<file path="config.mk">
export PLATFORM = sky130hd
export DESIGN_NAME = bc1_bc3_block_decoder
export DESIGN_NICKNAME = d
export VERILOG_FILES = /design/src/rtl/bc13_pkg.sv /design/src/rtl/bc13_palette.sv /design/src/rtl/bc13_serializer.sv /design/src/rtl/bc1_bc3_block_decoder.sv
export SDC_FILE = /design/constraint.sdc
export NUM_CORES = 2
export LEC_CHECK = 0
export ABC_CLOCK_PERIOD_IN_PS = 57100
export BUFFER_PORTS_ARGS = -buffer_cell sky130_fd_sc_hd__clkbuf_2
export CORE_MARGIN = 1.5
export CORE_UTILIZATION = 45
export DETAILED_ROUTE_END_ITERATION = 7
export GPL_TIMING_DRIVEN = 0
export PLACE_DENSITY = 0.62
export SLEW_MARGIN = 20
export SYNTH_ARGS = -nofsm -noshare
export SYNTH_HDL_FRONTEND = slang
export SYNTH_HIERARCHICAL = 1
export SYNTH_SLANG_ARGS = --single-unit
</file>
<file path="constraint.sdc">
create_clock -name clk -period 57.1 [get_ports clk]
set_clock_uncertainty 0.05 [all_clocks]
set_input_delay 2.855 -clock clk [delete_from_list [all_inputs] [get_ports clk]]
set_output_delay 2.855 -clock clk [all_outputs]
set_load 0.005 [all_outputs]
</file>
<file path="src/rtl/bc13_pkg.sv">
// Shared types for the BC1/BC3 block decoder: block, texel and palette structs.
`default_nettype none
package bc13_pkg;

  localparam int unsigned TexelsPerBlock = 16;

  // One compressed block as it arrives.
  typedef struct packed {
    logic [63:0] color_word;
    logic [63:0] alpha_word;
  } blk_t;

  // One decoded texel as it leaves.
  typedef struct packed {
    logic [7:0] red;
    logic [7:0] green;
    logic [7:0] blue;
    logic [7:0] alpha;
    logic [3:0] texel_index;
    logic       last_texel;
  } texel_t;

  // Finished palettes and per-texel indices of one block.
  typedef struct packed {
    logic                 bc3;
    logic                 four;
    logic [3:0][2:0][7:0] color;
    logic [7:0][7:0]      apal;
    logic [31:0]          cidx;
    logic [47:0]          aidx;
  } pal_t;

endpackage
`default_nettype wire

</file>
<file path="src/rtl/bc13_palette.sv">
// Four-stage pipeline that builds the color and alpha palettes of a block.
`default_nettype none
module bc13_palette (
  input  wire logic            clk,
  input  wire logic            rst,
  input  wire logic            mode,
  input  wire logic            blk_valid,
  output logic                 blk_stall,
  input  wire bc13_pkg::blk_t  blk,
  output logic                 pal_valid,
  input  wire logic            pal_ready,
  output bc13_pkg::pal_t       pal
);

  // c*255/31 and c*255/63 with truncation, done as reciprocal multiplies.
  function automatic logic [7:0] expand5(input logic [4:0] c);
    logic [26:0] p;
    begin
      p = 27'(c) * 27'd2156535;
      expand5 = p[25:18];
    end
  endfunction

  function automatic logic [7:0] expand6(input logic [5:0] c);
    logic [28:0] p;
    begin
      p = 29'(c) * 29'd4244475;
      expand6 = p[27:20];
    end
  endfunction

  // Stage 1: captured block.
  logic        v1, mode1;
  logic [63:0] cw1, aw1;
  // Stage 2: expanded endpoints and weighted alpha sums.
  logic             v2, mode2, four2, agt2;
  logic [1:0][2:0][7:0] ep2;
  logic [7:0]       a0_2, a1_2;
  logic [5:0][10:0] asum2;
  logic [31:0]      cidx2;
  logic [47:0]      aidx2;
  // Stage 3: color sums and finished alpha palette.
  logic             v3, mode3, four3;
  logic [1:0][2:0][7:0] ep3;
  logic [2:0][9:0]  csum_a3, csum_b3;
  logic [7:0][7:0]  apal3;
  logic [31:0]      cidx3;
  logic [47:0]      aidx3;

  logic ready1, ready2, ready3, ready4;
  logic [1:0][2:0][7:0] ep_next;
  logic [5:0][10:0] asum_next;
  logic [2:0][9:0]  csum_a_next, csum_b_next;
  logic [7:0][7:0]  apal_next;
  logic [3:0][2:0][7:0] color_next;
  logic [22:0]      aprod;
  logic [19:0]      cprod_a, cprod_b;

  assign ready4    = !pal_valid || pal_ready;
  assign ready3    = !v3 || ready4;
  assign ready2    = !v2 || ready3;
  assign ready1    = !v1 || ready2;
  assign blk_stall = !ready1;

  always_comb begin
    for (int e = 0; e < 2; e++) begin
      ep_next[e][0] = expand5(cw1[16*e+11 +: 5]);
      ep_next[e][1] = expand6(cw1[16*e+5 +: 6]);
      ep_next[e][2] = expand5(cw1[16*e +: 5]);
    end
  end

  // Entry j+2 of the alpha palette is a weighted sum of the two endpoints.
  always_comb begin
    for (int j = 0; j < 6; j++) begin
      if (aw1[7:0] > aw1[15:8]) begin
        asum_next[j] = 11'(6 - j) * 11'(aw1[7:0]) + 11'(j + 1) * 11'(aw1[15:8]);
      end else if (j < 4) begin
        asum_next[j] = 11'(4 - j) * 11'(aw1[7:0]) + 11'(j + 1) * 11'(aw1[15:8]);
      end else begin
        asum_next[j] = '0;
      end
    end
  end

  always_comb begin
    aprod = '0;
    apal_next[0] = a0_2;
    apal_next[1] = a1_2;
    for (int j = 0; j < 6; j++) begin
      if (agt2) begin
        aprod = 23'(asum2[j]) * 23'd2341;
        apal_next[j+2] = aprod[21:14];
      end else if (j < 4) begin
        aprod = 23'(asum2[j]) * 23'd3277;
        apal_next[j+2] = aprod[21:14];
      end else if (j == 4) begin
        apal_next[j+2] = 8'd0;
      end else begin
        apal_next[j+2] = 8'd255;
      end
    end
    for (int ch = 0; ch < 3; ch++) begin
      if (four2) begin
        csum_a_next[ch] = 10'({ep2[0][ch], 1'b0}) + 10'(ep2[1][ch]);
      end else begin
        csum_a_next[ch] = 10'(ep2[0][ch]) + 10'(ep2[1][ch]);
      end
      csum_b_next[ch] = 10'(ep2[0][ch]) + 10'({ep2[1][ch], 1'b0});
    end
  end

  // Thirds by reciprocal multiply, halves by shift.
  always_comb begin
    cprod_a = '0;
    cprod_b = '0;
    color_next[0] = ep3[0];
    color_next[1] = ep3[1];
    for (int ch = 0; ch < 3; ch++) begin
      cprod_a = 20'(csum_a3[ch]) * 20'd683;
      cprod_b = 20'(csum_b3[ch]) * 20'd683;
      if (four3) begin
        color_next[2][ch] = cprod_a[18:11];
        color_next[3][ch] = cprod_b[18:11];
      end else begin
        color_next[2][ch] = csum_a3[ch][8:1];
        color_next[3][ch] = 8'd0;
      end
    end
  end

  always_ff @(posedge clk) begin
    if (rst) begin
      v1        <= 1'b0;
      v2        <= 1'b0;
      v3        <= 1'b0;
      pal_valid <= 1'b0;
    end else begin
      if (ready1) begin
        v1 <= blk_valid;
      end
      if (ready2) begin
        v2 <= v1;
      end
      if (ready3) begin
        v3 <= v2;
      end
      if (ready4) begin
        pal_valid <= v3;
      end
    end
  end

  always_ff @(posedge clk) begin
    if (ready1 && blk_valid) begin
      mode1 <= mode;
      cw1   <= blk.color_word;
      aw1   <= blk.alpha_word;
    end
    if (ready2 && v1) begin
      mode2 <= mode1;
      four2 <= cw1[15:0] > cw1[31:16];
      agt2  <= aw1[7:0] > aw1[15:8];
      ep2   <= ep_next;
      a0_2  <= aw1[7:0];
      a1_2  <= aw1[15:8];
      asum2 <= asum_next;
      cidx2 <= cw1[63:32];
      aidx2 <= aw1[63:16];
    end
    if (ready3 && v2) begin
      mode3   <= mode2;
      four3   <= four2;
      ep3     <= ep2;
      csum_a3 <= csum_a_next;
      csum_b3 <= csum_b_next;
      apal3   <= apal_next;
      cidx3   <= cidx2;
      aidx3   <= aidx2;
    end
    if (ready4 && v3) begin
      pal.bc3   <= mode3;
      pal.four  <= four3;
      pal.color <= color_next;
      pal.apal  <= apal3;
      pal.cidx  <= cidx3;
      pal.aidx  <= aidx3;
    end
  end

endmodule
`default_nettype wire

</file>
<file path="src/rtl/bc13_serializer.sv">
// Walks the sixteen texels of a decoded block into an output register.
`default_nettype none
module bc13_serializer (
  input  wire logic            clk,
  input  wire logic            rst,
  input  wire logic            pal_valid,
  output logic                 pal_ready,
  input  wire bc13_pkg::pal_t  pal,
  output logic                 texel_valid,
  input  wire logic            texel_stall,
  output bc13_pkg::texel_t     texel
);

  logic           sv;
  bc13_pkg::pal_t sp;
  logic [3:0]     cnt;
  logic           load_out;
  logic           last;
  logic [1:0]     ci;
  logic [2:0]     ai;
  logic [5:0]     abit;
  bc13_pkg::texel_t texel_next;

  assign load_out  = sv && (!texel_valid || !texel_stall);
  assign last      = (cnt == 4'(bc13_pkg::TexelsPerBlock - 1));
  assign pal_ready = !sv || (load_out && last);
  assign abit      = {1'b0, cnt, 1'b0} + {2'b00, cnt};
  assign ci        = sp.cidx[{cnt, 1'b0} +: 2];
  assign ai        = sp.aidx[abit +: 3];

  always_comb begin
    texel_next.red         = sp.color[ci][0];
    texel_next.green       = sp.color[ci][1];
    texel_next.blue        = sp.color[ci][2];
    texel_next.texel_index = cnt;
    texel_next.last_texel  = last;
    // Without BC3 alpha, only the transparent entry of the three-color palette is clear.
    if (sp.bc3) begin
      texel_next.alpha = sp.apal[ai];
    end else if (!sp.four && ci == 2'd3) begin
      texel_next.alpha = 8'd0;
    end else begin
      texel_next.alpha = 8'd255;
    end
  end

  always_ff @(posedge clk) begin
    if (rst) begin
      sv          <= 1'b0;
      cnt         <= '0;
      texel_valid <= 1'b0;
    end else begin
      if (pal_ready) begin
        sv  <= pal_valid;
        cnt <= '0;
      end else if (load_out) begin
        cnt <= cnt + 4'd1;
      end
      if (load_out) begin
        texel_valid <= 1'b1;
      end else if (!texel_stall) begin
        texel_valid <= 1'b0;
      end
    end
  end

  always_ff @(posedge clk) begin
    if (pal_ready && pal_valid) begin
      sp <= pal;
    end
    if (load_out) begin
      texel <= texel_next;
    end
  end

endmodule
`default_nettype wire

</file>
<file path="src/rtl/bc1_bc3_block_decoder.sv">
// Top level of the BC1/BC3 block decoder: mode register, palette pipeline, texel serializer.
// A block passes palette stages 1 to 4, is loaded into the serializer and leaves through
// the texel register; the serializer takes the next block as it loads the last texel.
// Throughput: one texel per cycle when the output is not stalled, set by the serializer.
// Up to six blocks can be in flight: four palette stages, serializer, texel register.
// Reset (rst, synchronous) empties the pipeline and sets format_mode to BC1.
`default_nettype none
module bc1_bc3_block_decoder (
  input  wire logic             clk,
  input  wire logic             rst,
  input  wire logic             cfg_valid,
  output logic                  cfg_ready,
  input  wire logic             cfg_data,
  input  wire logic             blk_valid,
  output logic                  blk_stall,
  input  wire bc13_pkg::blk_t   blk,
  output logic                  texel_valid,
  input  wire logic             texel_stall,
  output bc13_pkg::texel_t      texel
);

  logic           format_mode;
  logic           pal_valid;
  logic           pal_ready;
  bc13_pkg::pal_t pal;

  assign cfg_ready = 1'b1;

  always_ff @(posedge clk) begin
    if (rst) begin
      format_mode <= 1'b0;
    end else if (cfg_valid && cfg_ready) begin
      format_mode <= cfg_data;
    end
  end

  bc13_palette u_palette (
    .clk       (clk),
    .rst       (rst),
    .mode      (format_mode),
    .blk_valid (blk_valid),
    .blk_stall (blk_stall),
    .blk       (blk),
    .pal_valid (pal_valid),
    .pal_ready (pal_ready),
    .pal       (pal)
  );

  bc13_serializer u_serializer (
    .clk         (clk),
    .rst         (rst),
    .pal_valid   (pal_valid),
    .pal_ready   (pal_ready),
    .pal         (pal),
    .texel_valid (texel_valid),
    .texel_stall (texel_stall),
    .texel       (texel)
  );

endmodule
`default_nettype wire
</file>
* Yosys cells after proc, flatten, opt, wreduce, memory -nomap -nowiden *
Index checks and enable logic that the tools add are counted.
W data, S select, Z words.

word-level totals
  register bits = 1,128
  input bits = 134
  output and inout bits = 40
  logic and storage cells = 212

cells by class
  add/sub/neg operators = 21
  multiply operators = 28
  magnitude comparators = 4
  eq/ne operators = 3
  shifts and indexed selects = 2
  multiplexer cells = 22
  reductions and logical operators = 24

operator list
  kind                      count
  $mul A11 B12 Y22 const B  10
  $mul A10 B10 Y19 const B  6
  $mul A5 B22 Y26 const B   4
  $mux W8                   10
  $mul A6 B23 Y28 const B   2
  $bmux W24 S2              1
  $shiftx A48 B7 Y3         1
  $mux W11                  4
  $mul A2 B8 Y10 const A    4
  $shiftx A32 B6 Y2         1
  $add A8 B9 Y10            3
  $add A9 B8 Y10            3
  $mux W10                  3
  $add A8 B8 Y9             3
  $bmux W8 S3               1
  $mux W24                  1
  $add A10 B10 Y11          2
  $mul A3 B8 Y11 const A    2
  $gt A16 B16 Y1            1
  $add A10 B8 Y11           1
  $add A10 B9 Y11           1
  $add A11 B8 Y11           1
  $add A11 B9 Y11           1
  $add A8 B10 Y11           1
  16 further kinds          37

* Logic depth before layout (Yosys ltp) *
  depth in word-level cells = 10
  mapped depth = 23
  mapped depth without buffers = 21

* By module *
Netlist, hierarchy kept.

modules (own cells, without submodules)
  module                 times used  cells each  area each (µm²)  seq. area each (µm²)
  bc13_palette           1           5,540       67,035.5         25,034.0
  bc13_serializer        1           535         11,398.4         8,498.2
  bc1_bc3_block_decoder  1           5           45.0             20.0

* Worst setup path before layout *
Ideal clock, no wire load.

  path type = in2reg
  from = input port texel_stall
  to = register u_palette.aidx3[0], enable pin
  library setup time = 1,247 ps
  arrival = 21,280 ps
  data required time = 55,803 ps
  setup slack = 34,522 ps
  stages = 5
  buffers on the path = 0
  cells stage by stage = nand2_1 -> nand2_1 -> nand2_1 -> nor2b_1 -> a21boi_0

between the ends
  longest elaborated chain between the ends = 8

ends and longest elaborated chain
  what                  line                         source
  from (decl)           bc1_bc3_block_decoder.sv:18  input wire logic texel_stall,
  $logic_not A1 Y1      n/a
  $logic_or A1 B1 Y1    bc13_serializer.sv:24        assign load_out = sv && (!texel_valid || !texel_stall);
  $logic_and A1 B1 Y1   bc13_serializer.sv:24
  $logic_and A1 B1 Y1   bc13_serializer.sv:26        assign pal_ready = !sv || (load_out && last);
  $logic_or A1 B1 Y1    bc13_serializer.sv:26
  named net pal_ready   bc1_bc3_block_decoder.sv:24  logic pal_ready;
  $logic_or A1 B1 Y1    bc13_palette.sv:59           assign ready4 = !pal_valid || pal_ready;
  $logic_or A1 B1 Y1    bc13_palette.sv:60           assign ready3 = !v3 || ready4;
  $logic_and A1 B1 Y1   bc13_palette.sv:171          if (ready3 && v2) begin
  to (signal assigned)  bc13_palette.sv:179          aidx3 <= aidx2;
  to (decl)             bc13_palette.sv:48           logic [47:0] aidx3;

The timed path passes the listed nets, and every way through them passes these cells.
A chain may end at the register's enable or synchronous reset.

* Final worst setup path *
  from = input port texel_stall
  to = output port blk_stall

between the ends
  longest elaborated chain between the ends = 10

ends and longest elaborated chain
  what                 line                         source
  $logic_not A1 Y1     n/a
  $logic_or A1 B1 Y1   bc13_serializer.sv:24
  $logic_and A1 B1 Y1  bc13_serializer.sv:24
  $logic_and A1 B1 Y1  bc13_serializer.sv:26
  $logic_or A1 B1 Y1   bc13_serializer.sv:26
  named net pal_ready  bc1_bc3_block_decoder.sv:24
  $logic_or A1 B1 Y1   bc13_palette.sv:59
  $logic_or A1 B1 Y1   bc13_palette.sv:60
  $logic_or A1 B1 Y1   bc13_palette.sv:61           assign ready2 = !v2 || ready3;
  $logic_or A1 B1 Y1   bc13_palette.sv:62           assign ready1 = !v1 || ready2;
  $logic_not A1 Y1     bc13_palette.sv:63           assign blk_stall = !ready1;
  to (decl)            bc1_bc3_block_decoder.sv:15  output logic blk_stall,

The timed path passes the listed nets, and every way through them passes these cells.

==> results.txt <==
Status = completed
Leak Pwr = 39.5 nW
Post-CTS resize count = 0
Mean post-synth cell area = 12.9 um^2
Predominant post-synthesis flop cell = edfxtp_1
Total grt overflow = 0
Mapped Nets = 8,076
Hold WS = 328 ps
FFs w/ async S/R, synth = 0%
Min Clock Period, post-route = 7240 ps
Number of global-route vias before repair = 47.3k
Post-DP HPWL = 130,000 um
M3 GR Usage = 2.27%
Antenna violations before repair = 5
TritonCTS Buffers = 120
Fraction of layout cells with a size suffix above 1 = 8.44%
Synth top area share = 42.5%
Total die area = 177,000 um^2
Synth cell types = 83
First-pass GRT wire length = 261,000 um
Fill cells = 15.0k
Io pins = 174
Via count = 45.5k
Post-synth EDFFs = 1,110
Worst Setup End Kind = output port
Final setup margin = 49,860 ps
Worst-path fanout max = 6
# DRC = 0
Vias per cell = 5.14
Setup TNS = 0 ps
Total power = 3.40 mW
Post-synthesis cell count = 6,080
Dpl ws = 49,850 ps
Critical Path RT = 54,190 ps
Drt pass-1 iters = 5
Tcrit/Tclk final = 12.7%
RSZ-0062 raised after global routing = no
Final instance area = 87,400 um^2
Clock Tree Root = clkbuf_16
Chip width = 421 um
Critical path startpoint category = primary input
Die H = 421 um
Cell Area, Placed = 83,500 um^2
Arrival @ worst endpoint = 4330 ps
Crit path kind = primary input to output port
H-Tree Level Count = 3
PwrDens = 38.9 nW/um^2
CTS Hold Bufs = 0
Worst vdd ir = 0.0000424 V
Clock sinks = 1,121
GPL Wtd Cong = 0.891
Maximum number of pins on one net before global-route repair = 54
Clock buffer depth = 3
Final wirelength = 164,000 um
Starting density of the core = 45.2%
Worst slew pin tran = 1080 ps
Clock latency on the worst-skew pair = 780 ps
Ys Warns = 6
Synth top area cells = edfxtp_1 42%, ha_1 22%, fa_1 12%, inv_1 5.4%, xnor2_1 2.4%
FF+latch count, synth = 1,121
Multi-input logic area = 40,400 um^2
CTS tree = done
Hold Fails Final Rpt = 0
Seq/Total Area, Yosys = 42.8%
Antenna Nets Post-Route = 0
Setup bufs post-CTS = 0
Setup violations, final = 0
Core area = 174,000 um^2
Clock transition at path regs = 60 ps
Register area = 33,600 um^2
Nets = 8,418
Starting DRT DRC Count = 2,479
DR WL/cell = 18.5 um
Final Max Tran Viols = 0
Hold Crit Class = register to register
Routing usage on met1 = 26.4%
Max-cap violations = 0
Synth area leader = edfxtp_1
Overall routing resource usage = 19.0%
Rows = 153
Met2 usage = 32.0%
Fmax = 138 MHz
Area Overhead vs Synth = 11.4%
Synth Cell Area = 78,500 um^2
Worst slew margin = 27.8%
IO Port Bufs = 172
Flop2flop setup slack = 51,180 ps
Grt peak-use layer = met2
-- where the power goes --
part	leakage [nW]	switching [mW]	total (mW)	internal, mW
Combinational	27.2	0.914	1.63	0.713
Sequential	10.4	0.0401	1.01	0.971
Clock	1.89	0.331	0.759	0.428
Total	39.5	1.29	3.40	2.11
-- sequential cells by signal, summed over array words and instances, names as in the netlist, 30 cells and up --
register	flops
u_palette/cidx2	32
u_palette/aidx3	48
u_palette/csum_a3	30
u_palette/cw1	64
u_palette/cidx3	32
u_palette/aw1	64
u_palette/ep2	48
u_palette/aidx2	48
u_palette/apal3	64
u_serializer/texel	37
u_palette/asum2	62
u_palette/color_next	48
u_palette/pal	242
u_serializer/sp	242
-- per-layer routing --
metal,part of all wire [%],wire [um]
met1,46,75700
met3,3.7,6000
met5,0.019,31
met2,48,78700
met4,2.0,3220
-- cells in the mapped netlist, types with 17 or more instances --
cell type  number
a21oi_1       247
nand4_1        34
a31oi_1        22
nor2_1        172
clkbuf_1       35
a21o_1        109
xnor2_1       219
o21bai_1       56
mux2i_1        52
o21ai_1        46
a211oi_1       30
fa_1          475
mux2_2         27
nand3_1        67
o21a_1         29
o31ai_1        20
xor2_1         96
nand2_1       157
inv_1        1131
nand2b_1       19
nor2b_1        32
nor3_1         52
and3_1         17
o21ai_0        91
edfxtp_1     1110
ha_1         1387
mux4_2         67
and2_1         24
-- logic make-up after synthesis --
| logic type | count (synthesis) | synth area share [%] |
|---|---|---|
| adder cells (fa/ha/maj) | 1862 | 34.2 |
| buffers and inverters | 1193 | 5.79 |
| flip-flops | 1121 | 42.8 |
| AO/OA/AOI/OAI | 787 | 6.57 |
| AND/OR/NAND/NOR | 641 | 3.96 |
| XOR/XNOR | 316 | 3.54 |
| multiplexers | 159 | 3.16 |
| other | 1 | 0.00478 |
-- layout make-up --
type                       count  area share [%]
clock inverter                79           0.909
multi-input combinational   3766            46.2
tap                         2325            3.33
sequential                  1121            38.4
buffer                        58           0.334
timing repair buffer         220            2.36
antenna                        3         0.00859
clock buffer                 140            3.55
inverter                    1135            4.87
-- cells in the final DEF (no fill, tap or decap), types with 109 or more instances in the layout --
cell type,synthesis,final
inv_1,1131,1131
edfxtp_1,1110,1110
nor2_1,172,172
clkbuf_2,0,174
xnor2_1,219,219
fa_1,475,475
nand2_1,157,157
a21oi_1,247,247
ha_1,1387,1387
clkbuf_16,0,121
a21o_1,109,109
-- critical path: stages --
cell and delay [ps]:
clkbuf_2 90, nand2_1 60, nand2_1 80, nand2_1 150, nor2b_1 490, and3_1 320
nand2_1 90, inv_1 80, clkbuf_2 110
-- worst paths after layout --
check	start	endpoint	cells past startpoint
max	texel_stall	blk_stall	9
min	u_palette/color_next[20]	u_palette/pal[164]	0
max reg2reg	u_serializer/cnt[1]	u_serializer/texel[11]	12
min reg2reg	u_palette/color_next[20]	u_palette/pal[164]	0
-- stage by stage --
step,util (%),std cells
after global routing,50.3,8844
after global placement,47.4,8577
after detailed placement,48.1,8625
after floorplan,-,6080
final,50.3,8847
after CTS,50.3,8844
Power figures use the tool's default switching activity.
